**config.mk**
```make
export PLATFORM = sky130hd
export DESIGN_NAME = ahct_seq_flat
export DESIGN_NICKNAME = d
export VERILOG_FILES = /design/src/ahct_pkg.sv /design/src/ahct_if.sv /design/src/ahct_seq.sv /design/src/flat_wrapper.sv
export SDC_FILE = /design/constraint.sdc
export NUM_CORES = 1
export LEC_CHECK = 0
export ABC_AREA = 1
export BUFFER_PORTS_ARGS = -buffer_cell sky130_fd_sc_hd__buf_4
export CORE_AREA = 3 3 151 153
export CTS_CLUSTER_SIZE = 30
export DETAILED_ROUTE_END_ITERATION = 6
export DIE_AREA = 0 0 154 156
export SLEW_MARGIN = 20
export SYNTH_ARGS = -nofsm -noshare
export SYNTH_HDL_FRONTEND = slang
export SYNTH_SLANG_ARGS = --single-unit
```
**constraint.sdc**
```tcl
create_clock -name clk -period 6.3 [get_ports clk]
set_clock_uncertainty 0.1 [all_clocks]
set_input_delay 0.945 -clock clk [delete_from_list [all_inputs] [get_ports clk]]
set_output_delay 0.945 -clock clk [all_outputs]
set_load 0.02 [all_outputs]
```
**src/ahct_pkg.sv**
```systemverilog
// Shared types and constants of the ARP host conflict table.
// No dependencies; used by the interfaces and every module of the block.
package ahct_pkg;

  localparam int ET_W       = 16;
  localparam int MAC_W      = 48;
  localparam int IP_W       = 32;
  localparam int OCT_W      = 8;
  localparam int PFX_W      = IP_W - OCT_W;
  localparam int CNT_W      = 4;
  localparam int CFG_IDX_W  = 2;
  localparam int CFG_DATA_W = 48;

  localparam logic [ET_W-1:0] ETHERTYPE_ARP = 16'h0806;

  // Configuration register indexes.
  typedef enum logic [CFG_IDX_W-1:0] {
    REG_SUBNET_PREFIX = 2'd0,
    REG_OWN_IP        = 2'd1,
    REG_OWN_MAC       = 2'd2
  } cfg_reg_t;

  // Write strobes from the sequencer to the table memories.
  typedef struct packed {
    logic cnt_we;
    logic st_we;
  } mem_ctl_t;

  // One report as it leaves the sequencer.
  typedef struct packed {
    logic [OCT_W-1:0] host_octet;
    logic [MAC_W-1:0] host_mac;
    logic             conflict;
    logic             is_self;
    logic             stored;
  } report_t;

endpackage

```
**src/ahct_if.sv**
```systemverilog
// Valid/ready channel interfaces for received frames and for reports.
// Depends on ahct_pkg for the field widths.
interface ahct_frame_if;
  import ahct_pkg::*;

  logic             valid;
  logic             ready;
  logic [ET_W-1:0]  ether_type;
  logic [MAC_W-1:0] sender_mac;
  logic [IP_W-1:0]  sender_ip;

  modport source (output valid, ether_type, sender_mac, sender_ip, input ready);
  modport sink (input valid, ether_type, sender_mac, sender_ip, output ready);
endinterface


```
**src/ahct_seq.sv**
```systemverilog
// Sequencer of the host table: frame filter, MAC scan with one shared
// 48-bit comparator, table update and report build. Depends on ahct_pkg.
module ahct_seq #(
  parameter int HOST_ENTRIES  = 256,
  parameter int MACS_PER_HOST = 8,
  localparam int HW = $clog2(HOST_ENTRIES),
  localparam int AW = $clog2(HOST_ENTRIES * MACS_PER_HOST)
) (
  input  logic                       clk,
  input  logic                       rst,
  ahct_frame_if.sink                 frame,
  input  logic [ahct_pkg::PFX_W-1:0] subnet_prefix,
  input  logic [ahct_pkg::IP_W-1:0]  own_ip,
  input  logic [ahct_pkg::MAC_W-1:0] own_mac,
  output ahct_pkg::mem_ctl_t         ctl,
  output logic [HW-1:0]              host,
  output logic [ahct_pkg::CNT_W-1:0] cnt_wdata,
  input  logic [ahct_pkg::CNT_W-1:0] cnt_rdata,
  output logic [AW-1:0]              st_addr,
  output logic [ahct_pkg::MAC_W-1:0] st_wdata,
  input  logic [ahct_pkg::MAC_W-1:0] st_rdata,
  output ahct_pkg::report_t          rpt,
  output logic                       rpt_valid,
  input  logic                       rpt_take
);
  import ahct_pkg::*;

  typedef enum logic [1:0] {
    S_IDLE,
    S_LOOKUP,
    S_SCAN,
    S_REPORT
  } state_t;

  state_t           state;
  logic [MAC_W-1:0] mac_q;
  logic [OCT_W-1:0] octet_q;
  logic             self_q;
  logic [CNT_W-1:0] cnt_q;
  logic [CNT_W-1:0] k;

  logic [OCT_W-1:0] in_octet;
  logic             pass;
  logic [AW-1:0]    base;
  logic             match;
  logic             last;
  logic             room;

  // Frame filter: ARP only, inside the subnet, and inside the table.
  assign in_octet = frame.sender_ip[OCT_W-1:0];
  assign pass = (frame.ether_type == ETHERTYPE_ARP) &&
                (frame.sender_ip[IP_W-1:OCT_W] == subnet_prefix) &&
                ({1'b0, in_octet} < (OCT_W + 1)'(HOST_ENTRIES));

  // Scan bookkeeping around the shared comparator.
  assign base  = AW'(AW'(octet_q[HW-1:0]) * AW'(MACS_PER_HOST));
  assign match = (st_rdata == mac_q);
  assign last  = (CNT_W'(k + CNT_W'(1)) == cnt_q);
  assign room  = (cnt_q < CNT_W'(MACS_PER_HOST));

  assign frame.ready = (state == S_IDLE);
  assign rpt_valid   = (state == S_REPORT);
  assign host        = (state == S_IDLE) ? in_octet[HW-1:0] : octet_q[HW-1:0];
  assign st_wdata    = mac_q;

  // Memory addresses and write strobes.
  always_comb begin
    ctl       = '0;
    st_addr   = base;
    cnt_wdata = CNT_W'(1);
    case (state)
      S_LOOKUP: begin
        if (cnt_rdata == '0) begin
          ctl.st_we  = 1'b1;
          ctl.cnt_we = 1'b1;
        end
      end
      S_SCAN: begin
        if (!match && last && room) begin
          ctl.st_we  = 1'b1;
          ctl.cnt_we = 1'b1;
          st_addr    = base + AW'(cnt_q);
          cnt_wdata  = cnt_q + CNT_W'(1);
        end else begin
          st_addr = base + AW'(k) + AW'(1);
        end
      end
      default: begin
      end
    endcase
  end

  // State and registered report.
  always_ff @(posedge clk) begin
    if (rst) begin
      state <= S_IDLE;
    end else begin
      unique case (state)
        S_IDLE: begin
          if (frame.valid) begin
            mac_q   <= frame.sender_mac;
            octet_q <= in_octet;
            self_q  <= (frame.sender_ip == own_ip) && (frame.sender_mac == own_mac);
            if (pass) begin
              state <= S_LOOKUP;
            end
          end
        end
        S_LOOKUP: begin
          if (cnt_rdata == '0) begin
            rpt   <= '{host_octet: octet_q, host_mac: mac_q, conflict: 1'b0,
                       is_self: self_q, stored: 1'b1};
            state <= S_REPORT;
          end else begin
            k     <= '0;
            cnt_q <= cnt_rdata;
            state <= S_SCAN;
          end
        end
        S_SCAN: begin
          if (match) begin
            state <= S_IDLE;
          end else if (last) begin
            rpt   <= '{host_octet: octet_q, host_mac: mac_q, conflict: 1'b1,
                       is_self: 1'b0, stored: room};
            state <= S_REPORT;
          end else begin
            k <= k + CNT_W'(1);
          end
        end
        S_REPORT: begin
          if (rpt_take) begin
            state <= S_IDLE;
          end
        end
        default: begin
          state <= S_IDLE;
        end
      endcase
    end
  end

endmodule

```
**src/flat_wrapper.sv**
```systemverilog
// flat-port wrapper written by rule: the top's interface ports become plain ports
module ahct_seq_flat import ahct_pkg::*;
#(
  parameter int HOST_ENTRIES  = 256,
  parameter int MACS_PER_HOST = 8,
  localparam int HW = $clog2(HOST_ENTRIES),
  localparam int AW = $clog2(HOST_ENTRIES * MACS_PER_HOST)
)
  (clk, rst, subnet_prefix, own_ip, own_mac, ctl, host, cnt_wdata, cnt_rdata, st_addr, st_wdata, st_rdata, rpt, rpt_valid, rpt_take, frame_valid, frame_ether_type, frame_sender_mac, frame_sender_ip, frame_ready);
  ahct_frame_if frame_i ();
  input  logic clk;
  input  logic rst;
  input  logic [ahct_pkg::PFX_W-1:0] subnet_prefix;
  input  logic [ahct_pkg::IP_W-1:0] own_ip;
  input  logic [ahct_pkg::MAC_W-1:0] own_mac;
  output ahct_pkg::mem_ctl_t ctl;
  output logic [HW-1:0] host;
  output logic [ahct_pkg::CNT_W-1:0] cnt_wdata;
  input  logic [ahct_pkg::CNT_W-1:0] cnt_rdata;
  output logic [AW-1:0] st_addr;
  output logic [ahct_pkg::MAC_W-1:0] st_wdata;
  input  logic [ahct_pkg::MAC_W-1:0] st_rdata;
  output ahct_pkg::report_t rpt;
  output logic rpt_valid;
  input  logic rpt_take;
  input wire logic [$bits(frame_i.valid)-1:0] frame_valid;
  input wire logic [$bits(frame_i.ether_type)-1:0] frame_ether_type;
  input wire logic [$bits(frame_i.sender_mac)-1:0] frame_sender_mac;
  input wire logic [$bits(frame_i.sender_ip)-1:0] frame_sender_ip;
  output wire logic [$bits(frame_i.ready)-1:0] frame_ready;
  assign frame_i.valid = frame_valid;
  assign frame_i.ether_type = frame_ether_type;
  assign frame_i.sender_mac = frame_sender_mac;
  assign frame_i.sender_ip = frame_sender_ip;
  assign frame_ready = frame_i.ready;
  ahct_seq #(.HOST_ENTRIES(HOST_ENTRIES), .MACS_PER_HOST(MACS_PER_HOST)) u_core (.clk(clk), .rst(rst), .frame(frame_i), .subnet_prefix(subnet_prefix), .own_ip(own_ip), .own_mac(own_mac), .ctl(ctl), .host(host), .cnt_wdata(cnt_wdata), .cnt_rdata(cnt_rdata), .st_addr(st_addr), .st_wdata(st_wdata), .st_rdata(st_rdata), .rpt(rpt), .rpt_valid(rpt_valid), .rpt_take(rpt_take));
endmodule
```
==> results.toml, run 1 <==
[status]
outcome = "complete, no violations"

[route]
first_pass_iters = 5
drt-total-wl_um = 25100
vias = 6388
initialDrtViolationCount = 419
wl_per_cell_um = 17.6
drcViolationCount = 0
drtAntennaViolNets = 0
vias_per_cell = 4.50

[final_layout]
final_cells = 1421
fillCellCount = 2062
design_area_um2 = 10800
area_growth_pct = 55.2
drive_gt1_frac = 0.388
final_cell_mix = "buf_4, nand2_1, edfxtp_1"
final_common_cell = "buf_4"
layout.nets = 1392

[timing]
rsz0062_at_grt = "false"
setup_viol = 0
timing.setup.tns_ns = 0
fmax_mhz = 270
post-route-min-period_ns = 3.71
max_slew_margin = 0.447
worstMarginPinSlew_ns = 0.830
maxSlewViolCount = 0
finalHoldWorstSlack_ns = 0.401
hold_viol_final = 0
finalCritPeriodShare = 0.588

[clock_network]
cts_setup_buffers = 0
postCtsHoldBufs = 0
cts_tree = "yes"
numCtsBuffers = 17
clock_path_buffers = 2
cts_resized = 0
insertion_delay_ns = 0.41
clkTransAtPathRegs_ns = 0.06
cts_sinks = 126
cts_max_level = 4
cts-root-buf = "clkbuf_16"

[floorplanning]
die_w_um = 154
initial_core_util = 0.320
rows = 54
io_pins = 390
dieHeight_um = 156
core_area_um2 = 21700
die_area_um2 = 24000

[grt]
grt_max_degree = 58
grt_overflow = 0
grt_usage = 0.203
grt_pass1_wl_um = 36700
grt_antenna_before_repair = 1
grt_pass1_vias = 6386

[synthesis]
syn_avg_cell_area_um2 = 9.61
netlist_instances = 723
ys_seq_area_frac = 0.542
synth_edf_count = 124
synth-seq-cells = 126
synth_area_um2 = 6950
yosysUniqueCellTypes = 33
ys_dominant_reg_cell = "edfxtp_1"
ys_warn_count = 0
synth_fp_nets = 988
async_reset_ff_frac = 0

[placed_design]
io_buffer_count = 389
dp_hpwl_um = 20800
gp_congestion = 0.915
dp_cells = 1388
placed_cell_area_um2 = 10200

[power]
p_leak_nw = 4.86
ir_drop_uv = 110
p_per_area_nw_per_um2 = 255
finalPower_mw = 2.75

[worst_setup_path]
r2r_cells = 6
reg2reg_setup_slack_ns = 3.42
crit_type = "input port to output port"
worst_setup_path_end_kind = "output port"
slowest_delay_ns = 0.28
timing.rr.end = "u_core.rpt[50]"
crit_fanout = 10
r2r_start = "u_core.state[0]"
crit_chain = "buf_4 > xnor2_1 > nand2_1 > nor2_1 > nand2_1 > nor2_1 > nand3_2 > nand2_4 > inv_6 > nand2_1 > nand3_1 > nand2_1 > buf_4"
slowest_stage = "nor2_1"
cp.arrival_ns = 2.66
startpoint_type = "input port"
required_ns = 5.25
cpMostUsedCell = "nand2_1"

[run]
maxCapViolCount = 0

[worst_hold_path]
min_from = "u_core.st_wdata[11]"
hold_end = "u_core.rpt[14]"
hold_class = "flip-flop to flip-flop"
min_delay_path_depth = 0
[sequential cells by signal, summed over array words and instances (netlist names)]
signal and cells:
u_core.octet_q 8, u_core.k 4, u_core.cnt_q 4, u_core.rpt 59
u_core.st_wdata 48, u_core.state 2, u_core.self_q 1
[power breakdown]
part,switching [mW],internal [mW]
combinational,0.400,0.323
sequential,0.0563,1.03
clock,0.386,0.549
total,0.842,1.90
[per-layer routing]
layer	global-route usage	vias to the layer above	wire length, um
met3	0.0458	25	1720
met1	0.235	2921	9600
met2	0.379	291	13300
met4	0.0542	0	405
li1	-	3151	-
met5	0	-	0
[how the worst max path moves through the flow]
stage | from | end | slack, ns | cells past startpoint
4_1_cts | st_rdata[10] | st_addr[3] | 2.51 | 13
3_3_place_gp | st_rdata[10] | st_addr[3] | 2.54 | 13
3_5_place_dp | st_rdata[10] | st_addr[8] | 2.52 | 13
2_1_floorplan | st_rdata[33] | u_core.rpt[0] | 0.11 | 9
5_1_grt | st_rdata[11] | st_addr[5] | 2.37 | 13
6_report | st_rdata[10] | st_addr[3] | 2.59 | 13
[cells by family (layout without fill, tap and decap cells)]
logic type                 after synthesis  after routing  synth area share
and+or+nand+nor                        335            335             0.204
xor gates and xnor gates               126            126             0.159
DFF                                    126            126             0.542
buffers and inverters                   95            512            0.0531
AOI/OAI and AO/OA                       32             32            0.0259
adders and majority gates                9              9            0.0162
other                                    0              1                 0
[synthesized netlist by cell type, types with 2 or more instances]
library cell	instances	area, um2
nand2_1	201	754
xnor2_1	107	937
nor4_1	7	43.8
edfxtp_1	124	3720
a21oi_1	5	25.0
nand3_2	2	20.0
or2_2	7	43.8
clkbuf_1	2	7.51
nor3_1	3	15.0
nand3_1	18	90.1
nor2_1	71	267
o21ai_1	3	15.0
dfxtp_1	2	40.0
inv_1	87	327
nor3_2	2	20.0
xor2_1	19	166
nand4_1	18	113
ha_1	9	113
buf_2	3	15.0
o21ai_0	20	100
[stage by stage]
stage	setup slack, ns	utilization
final	2.59	0.497
after floorplan	0.108	-
after global routing	2.37	0.497
after CTS	2.51	0.497
after detailed placement	2.52	0.471
after global placement	2.54	0.471
[final cells by class]
cell class | count | area [um2] | share of cell area
Sequential cell | 126 | 3760 | 0.349
Timing Repair Buffer | 392 | 2940 | 0.273
Multi-Input combinational cell | 502 | 2830 | 0.262
Clock buffer | 18 | 429 | 0.0398
Tap cell | 280 | 350 | 0.0325
Inverter | 88 | 335 | 0.0311
Clock inverter | 14 | 133 | 0.0123
Antenna cell | 1 | 2.50 | 0.000232
[worst max-delay path, delay by kind of cell]
| kind | cells | cell delay (ns) |
|---|---|---|
| XOR/XNOR | 1 | 0.13 |
| AND/OR/NAND/NOR | 9 | 1.26 |
| buffers and inverters | 3 | 0.32 |
Power figures use the tool's default switching activity.
==> run 2, diff against run 1 <==
==> constraint.sdc (replaced) <==
create_clock -name clk -period 3.4 [get_ports clk]
set_clock_uncertainty 0.1 [all_clocks]
set_input_delay 0.51 -clock clk [delete_from_list [all_inputs] [get_ports clk]]
set_output_delay 0.51 -clock clk [all_outputs]
set_load 0.02 [all_outputs]
==> run 2 against run 1 <==
Largest power group unchanged. Critical path type is now flip-flop to output port. Global-route usage shrank 0.075 points. Via count rose by 0.16%. Critical endpoint is now st_addr[10]. Combinational power is 86% higher. Worst setup slack lost 2.4 ns.
==> results.toml, run 2 (synthesized netlist as in run 1, its figures left out) <==
[status]
outcome = "complete, no violations"

[route]
initialDrtViolationCount = 344
drtAntennaViolNets = 0
first_pass_iters = 5
vias = 6398
vias_per_cell = 4.50
wl_per_cell_um = 17.7
drt-total-wl_um = 25100
drcViolationCount = 0

[grt]
grt_overflow = 0
grt_pass1_wl_um = 36900
grt_max_degree = 58
grt_pass1_vias = 6447
grt_usage = 0.203
grt_antenna_before_repair = 0

[floorplanning]
rows = 54
core_area_um2 = 21700
dieHeight_um = 156
die_w_um = 154
initial_core_util = 0.320
die_area_um2 = 24000
io_pins = 390

[final_layout]
final_cells = 1422
final_common_cell = "buf_4"
num_antenna_cells = 0
final_cell_mix = "buf_4, nand2_1, edfxtp_1"
drive_gt1_frac = 0.389
area_growth_pct = 56.2
fin_util = 0.500
largest-register = "u_core.rpt"
layout.nets = 1394
largest_reg_flops = 59

[placed_design]
dp_cells = 1390
dp_hpwl_um = 21200
io_buffer_count = 389
gp_congestion = 0.911

[clock_network]
cts_resized = 0
cts_setup_buffers = 0
cts_tree = "yes"
clock_path_buffers = 2
clkTransAtPathRegs_ns = 0.06
cts-root-buf = "clkbuf_16"
cts_sinks = 126
postCtsHoldBufs = 0
cts_max_level = 4
numCtsBuffers = 17
insertion_delay_ns = 0.41

[timing]
maxSlewViolCount = 0
post-route-min-period_ns = 3.20
worstMarginPinSlew_ns = 0.562
finalCritPeriodShare = 0.940
rsz0062_at_grt = "false"
max_slew_margin = 0.622
setup_viol = 0
hold_viol_final = 0
timing.setup.tns_ns = 0
fmax_mhz = 313

[power]
p_leak_nw = 4.90
p_per_area_nw_per_um2 = 476
ir_drop_uv = 279

[worst_setup_path]
crit_fanout = 5
crit_type = "flip-flop to output port"
cp.arrival_ns = 2.59
r2r_cells = 9
startpoint_type = "flip-flop"
worst_setup_path_end_kind = "output port"
required_ns = 2.79

[worst_hold_path]
min_delay_path_depth = 1
hold_class = "input port to flip-flop"

[run]
maxCapViolCount = 0
==> run 2: stage by stage <==
step                hold WS [ns]  cell area, um2  setup WS (ns)  power (mW)
CTS                        0.164           10900          0.232        5.22
global placement           0.384           10300          0.579        3.40
floorplan                  0.321            6960         0.0878        2.70
finish                     0.185           10900          0.203        5.17
detailed placement         0.390           10300          0.564        3.41
global route               0.159           10900        0.00652        5.40
==> run 2: layout make-up <==
cell class | instances | area [um2]
fill | 2050 | 10800
sequential | 126 | 3760
timing repair buffer | 394 | 2980
multi-input combinational | 502 | 2840
clock buffer | 17 | 425
tap | 280 | 350
inverter | 88 | 335
clock inverter | 15 | 161
==> run 2: layer usage <==
layer / up-vias / track usage / part of all wire
met5: - / 0 / 0
met3: 37 / 0.0541 / 0.070
li1: 3156 / - / -
met2: 284 / 0.372 / 0.53
met4: 0 / 0.0702 / 0.026
met1: 2921 / 0.227 / 0.37
==> run 2: report_power, final <==
| part | internal (mW) | leakage [nW] | switching (mW) |
|---|---|---|---|
| logic | 0.612 | 3.46 | 0.742 |
| clock network | 1.09 | 0.285 | 0.709 |
| registers | 1.91 | 1.16 | 0.103 |
| total | 3.61 | 4.90 | 1.55 |
==> run 2: worst max-delay path, stage by stage, from the launching register on <==
cell and delay [ns]:
edfxtp_1 0.52, ha_1 0.35, inv_1 0.05, o21ai_1 0.38, nand2_1 0.13, nor2_1 0.19, xor2_1 0.16, nand2_1 0.06
o21ai_1 0.07, nand2_1 0.06, nand2_1 0.07, buf_4 0.14
==> run 2: final timing paths <==
check | from | end | slack [ns]
max | u_core.octet_q[0] | st_addr[10] | 0.20
min | cnt_rdata[1] | u_core.cnt_q[1] | 0.18
max reg2reg | u_core.st_wdata[40] | u_core.rpt[29] | 0.80
min reg2reg | u_core.st_wdata[27] | u_core.rpt[30] | 0.40
==> run 3, diff against run 2 <==
--- a/config.mk
+++ b/config.mk
@@ -7,10 +7,14 @@
 export LEC_CHECK = 0
 export ABC_AREA = 1
 export BUFFER_PORTS_ARGS = -buffer_cell sky130_fd_sc_hd__buf_4
-export CORE_AREA = 3 3 151 153
+export CELL_PAD_IN_SITES_DETAIL_PLACEMENT = 0
+export CELL_PAD_IN_SITES_GLOBAL_PLACEMENT = 1
+export CORE_ASPECT_RATIO = 1.1
+export CORE_MARGIN = 3
+export CORE_UTILIZATION = 29
 export CTS_CLUSTER_SIZE = 30
 export DETAILED_ROUTE_END_ITERATION = 6
-export DIE_AREA = 0 0 154 156
+export PLACE_DENSITY_LB_ADDON = 0.1
 export SLEW_MARGIN = 20
 export SYNTH_ARGS = -nofsm -noshare
 export SYNTH_HDL_FRONTEND = slang
==> run 3 against run 2 <==
Non-clock buffer count is 1 higher. Worst setup slack better by 0.081 ns. First-iteration DRC count is 21% lower. Power is 2.7% higher. Sequential share of layout area is 0.25 points lower. Register-to-register slack worse by 0.32 ns. Sequential power hardly changed. Sequential cell count stayed put. Critical path depth stayed put. Worst hold slack worse by 0.0093 ns. Critical path type unchanged.
==> results.toml, run 3 (synthesized netlist as in run 1, its figures left out) <==
[status]
outcome = "complete, no violations"

[worst_hold_path]
min_delay_path_depth = 1
hold_end = "u_core.st_wdata[27]"
hold_class = "input port to flip-flop"
min_from = "frame_sender_mac[27]"

[timing]
rsz0062_at_grt = "false"
max_slew_margin = 0.407
post-route-min-period_ns = 3.12
timing.setup.tns_ns = 0
maxSlewViolCount = 0
hold_viol_final = 0
worstMarginPinSlew_ns = 0.886
finalCritPeriodShare = 0.916
fmax_mhz = 321
setup_viol = 0

[clock_network]
postCtsHoldBufs = 0
clkTransAtPathRegs_ns = 0.06
cts_max_level = 4
clock_path_buffers = 2
numCtsBuffers = 17
cts_resized = 0
insertion_delay_ns = 0.42
cts_setup_buffers = 0
cts_tree = "yes"
cts_sinks = 126
cts-root-buf = "clkbuf_16"

[final_layout]
layout.nets = 1395
largest_reg_flops = 59
fillCellCount = 2268
fin_util = 0.471
area_growth_pct = 57.3
multi_input_area_um2 = 2840
final_cell_mix = "buf_4, nand2_1, edfxtp_1"
regArea_um2 = 3760
final_common_cell = "buf_4"
drive_gt1_frac = 0.390
largest-register = "u_core.rpt"
design_area_um2 = 10900
final_cells = 1443
num_antenna_cells = 0

[route]
drcViolationCount = 0
drt-total-wl_um = 25300
initialDrtViolationCount = 271
first_pass_iters = 4
vias_per_cell = 4.34
wl_per_cell_um = 17.5
drtAntennaViolNets = 0
vias = 6260

[placed_design]
dp_hpwl_um = 21200
dp_cells = 1411
placed_cell_area_um2 = 10300
gp_congestion = 0.819
io_buffer_count = 389

[grt]
grt_pass1_vias = 6360
grt_max_degree = 58
grt_pass1_wl_um = 37700
grt_antenna_before_repair = 0
grt_usage = 0.192
grt_overflow = 0

[worst_setup_path]
required_ns = 2.79
reg2reg_setup_slack_ns = 0.48
startpoint_type = "flip-flop"
crit_fanout = 5
r2r_cells = 8
r2r_start = "u_core.k[1]"
worst_setup_path_end_kind = "output port"
timing.rr.end = "u_core.rpt[0]"
crit_type = "flip-flop to output port"
cp.arrival_ns = 2.51

[power]
ir_drop_uv = 283
p_leak_nw = 4.92
p_per_area_nw_per_um2 = 485

[run]
maxCapViolCount = 0

[floorplanning]
initial_core_util = 0.299
die_w_um = 154
die_area_um2 = 25900
core_area_um2 = 23200
io_pins = 390
rows = 58
dieHeight_um = 168
-- run 3: changes by cell type in the layout (fill, tap and decap cells not counted) --
cell,delta
clkinv_1,-1
inv_6,+1
bufinv_16,+2
clkinv_4,-3
clkinvlp_4,+1
buf_4,+1
-- run 3: report_power, final --
| group | internal, mW | switching [mW] |
|---|---|---|
| Combinational | 0.614 | 0.741 |
| Sequential | 1.91 | 0.0973 |
| Clock | 1.24 | 0.705 |
-- run 3: final cells by class --
| cell class | instances | area share |
|---|---|---|
| Inverter | 88 | 0.0307 |
| Multi-Input combinational cell | 502 | 0.259 |
| Sequential cell | 126 | 0.344 |
| Timing Repair Buffer | 395 | 0.274 |
| Clock inverter | 15 | 0.0190 |
| Clock buffer | 17 | 0.0389 |
| Tap cell | 300 | 0.0343 |
-- run 3: worst max-delay path by stage --
stage / start / endpoint / slack (ns) / depth (start not counted)
3_3_place_gp: st_rdata[40] / u_core.rpt[48] / 0.39 / 10
3_5_place_dp: st_rdata[40] / u_core.rpt[48] / 0.33 / 10
2_1_floorplan: u_core.k[0] / u_core.rpt[0] / 0.09 / 7
5_1_grt: u_core.st_wdata[11] / st_addr[9] / 0.06 / 12
6_report: u_core.octet_q[0] / st_addr[10] / 0.28 / 11
4_1_cts: u_core.k[1] / ctl[0] / 0.24 / 10
-- run 3: per-layer routing --
layer / vias to the layer above / track usage / part of all wire
li1: 3155 / - / -
met1: 2827 / 0.217 / 0.38
met2: 264 / 0.358 / 0.53
met3: 14 / 0.0540 / 0.079
met4: 0 / 0.0457 / 0.011
met5: - / 0 / 0
-- run 3: worst max-delay path: stages (launching register included) --
cell      delay (ns)
edfxtp_1        0.49
ha_1            0.35
inv_1           0.05
o21ai_1         0.35
nand2_1         0.13
nor2_1          0.15
xor2_1          0.15
nand2_1         0.06
o21ai_1         0.07
nand2_1         0.06
nand2_1         0.08
buf_4           0.15
-- run 3: through the flow --
| stage | worst slack (ns) | hold slack [ns] | power, mW |
|---|---|---|---|
| 3_3_place_gp | 0.392 | 0.382 | 3.42 |
| 2_1_floorplan | 0.0878 | 0.321 | 2.70 |
| 5_1_grt | 0.0610 | 0.161 | 5.57 |
| 6_report | 0.284 | 0.175 | 5.31 |
| 4_1_cts | 0.236 | 0.158 | 5.39 |
| 3_5_place_dp | 0.329 | 0.386 | 3.42 |
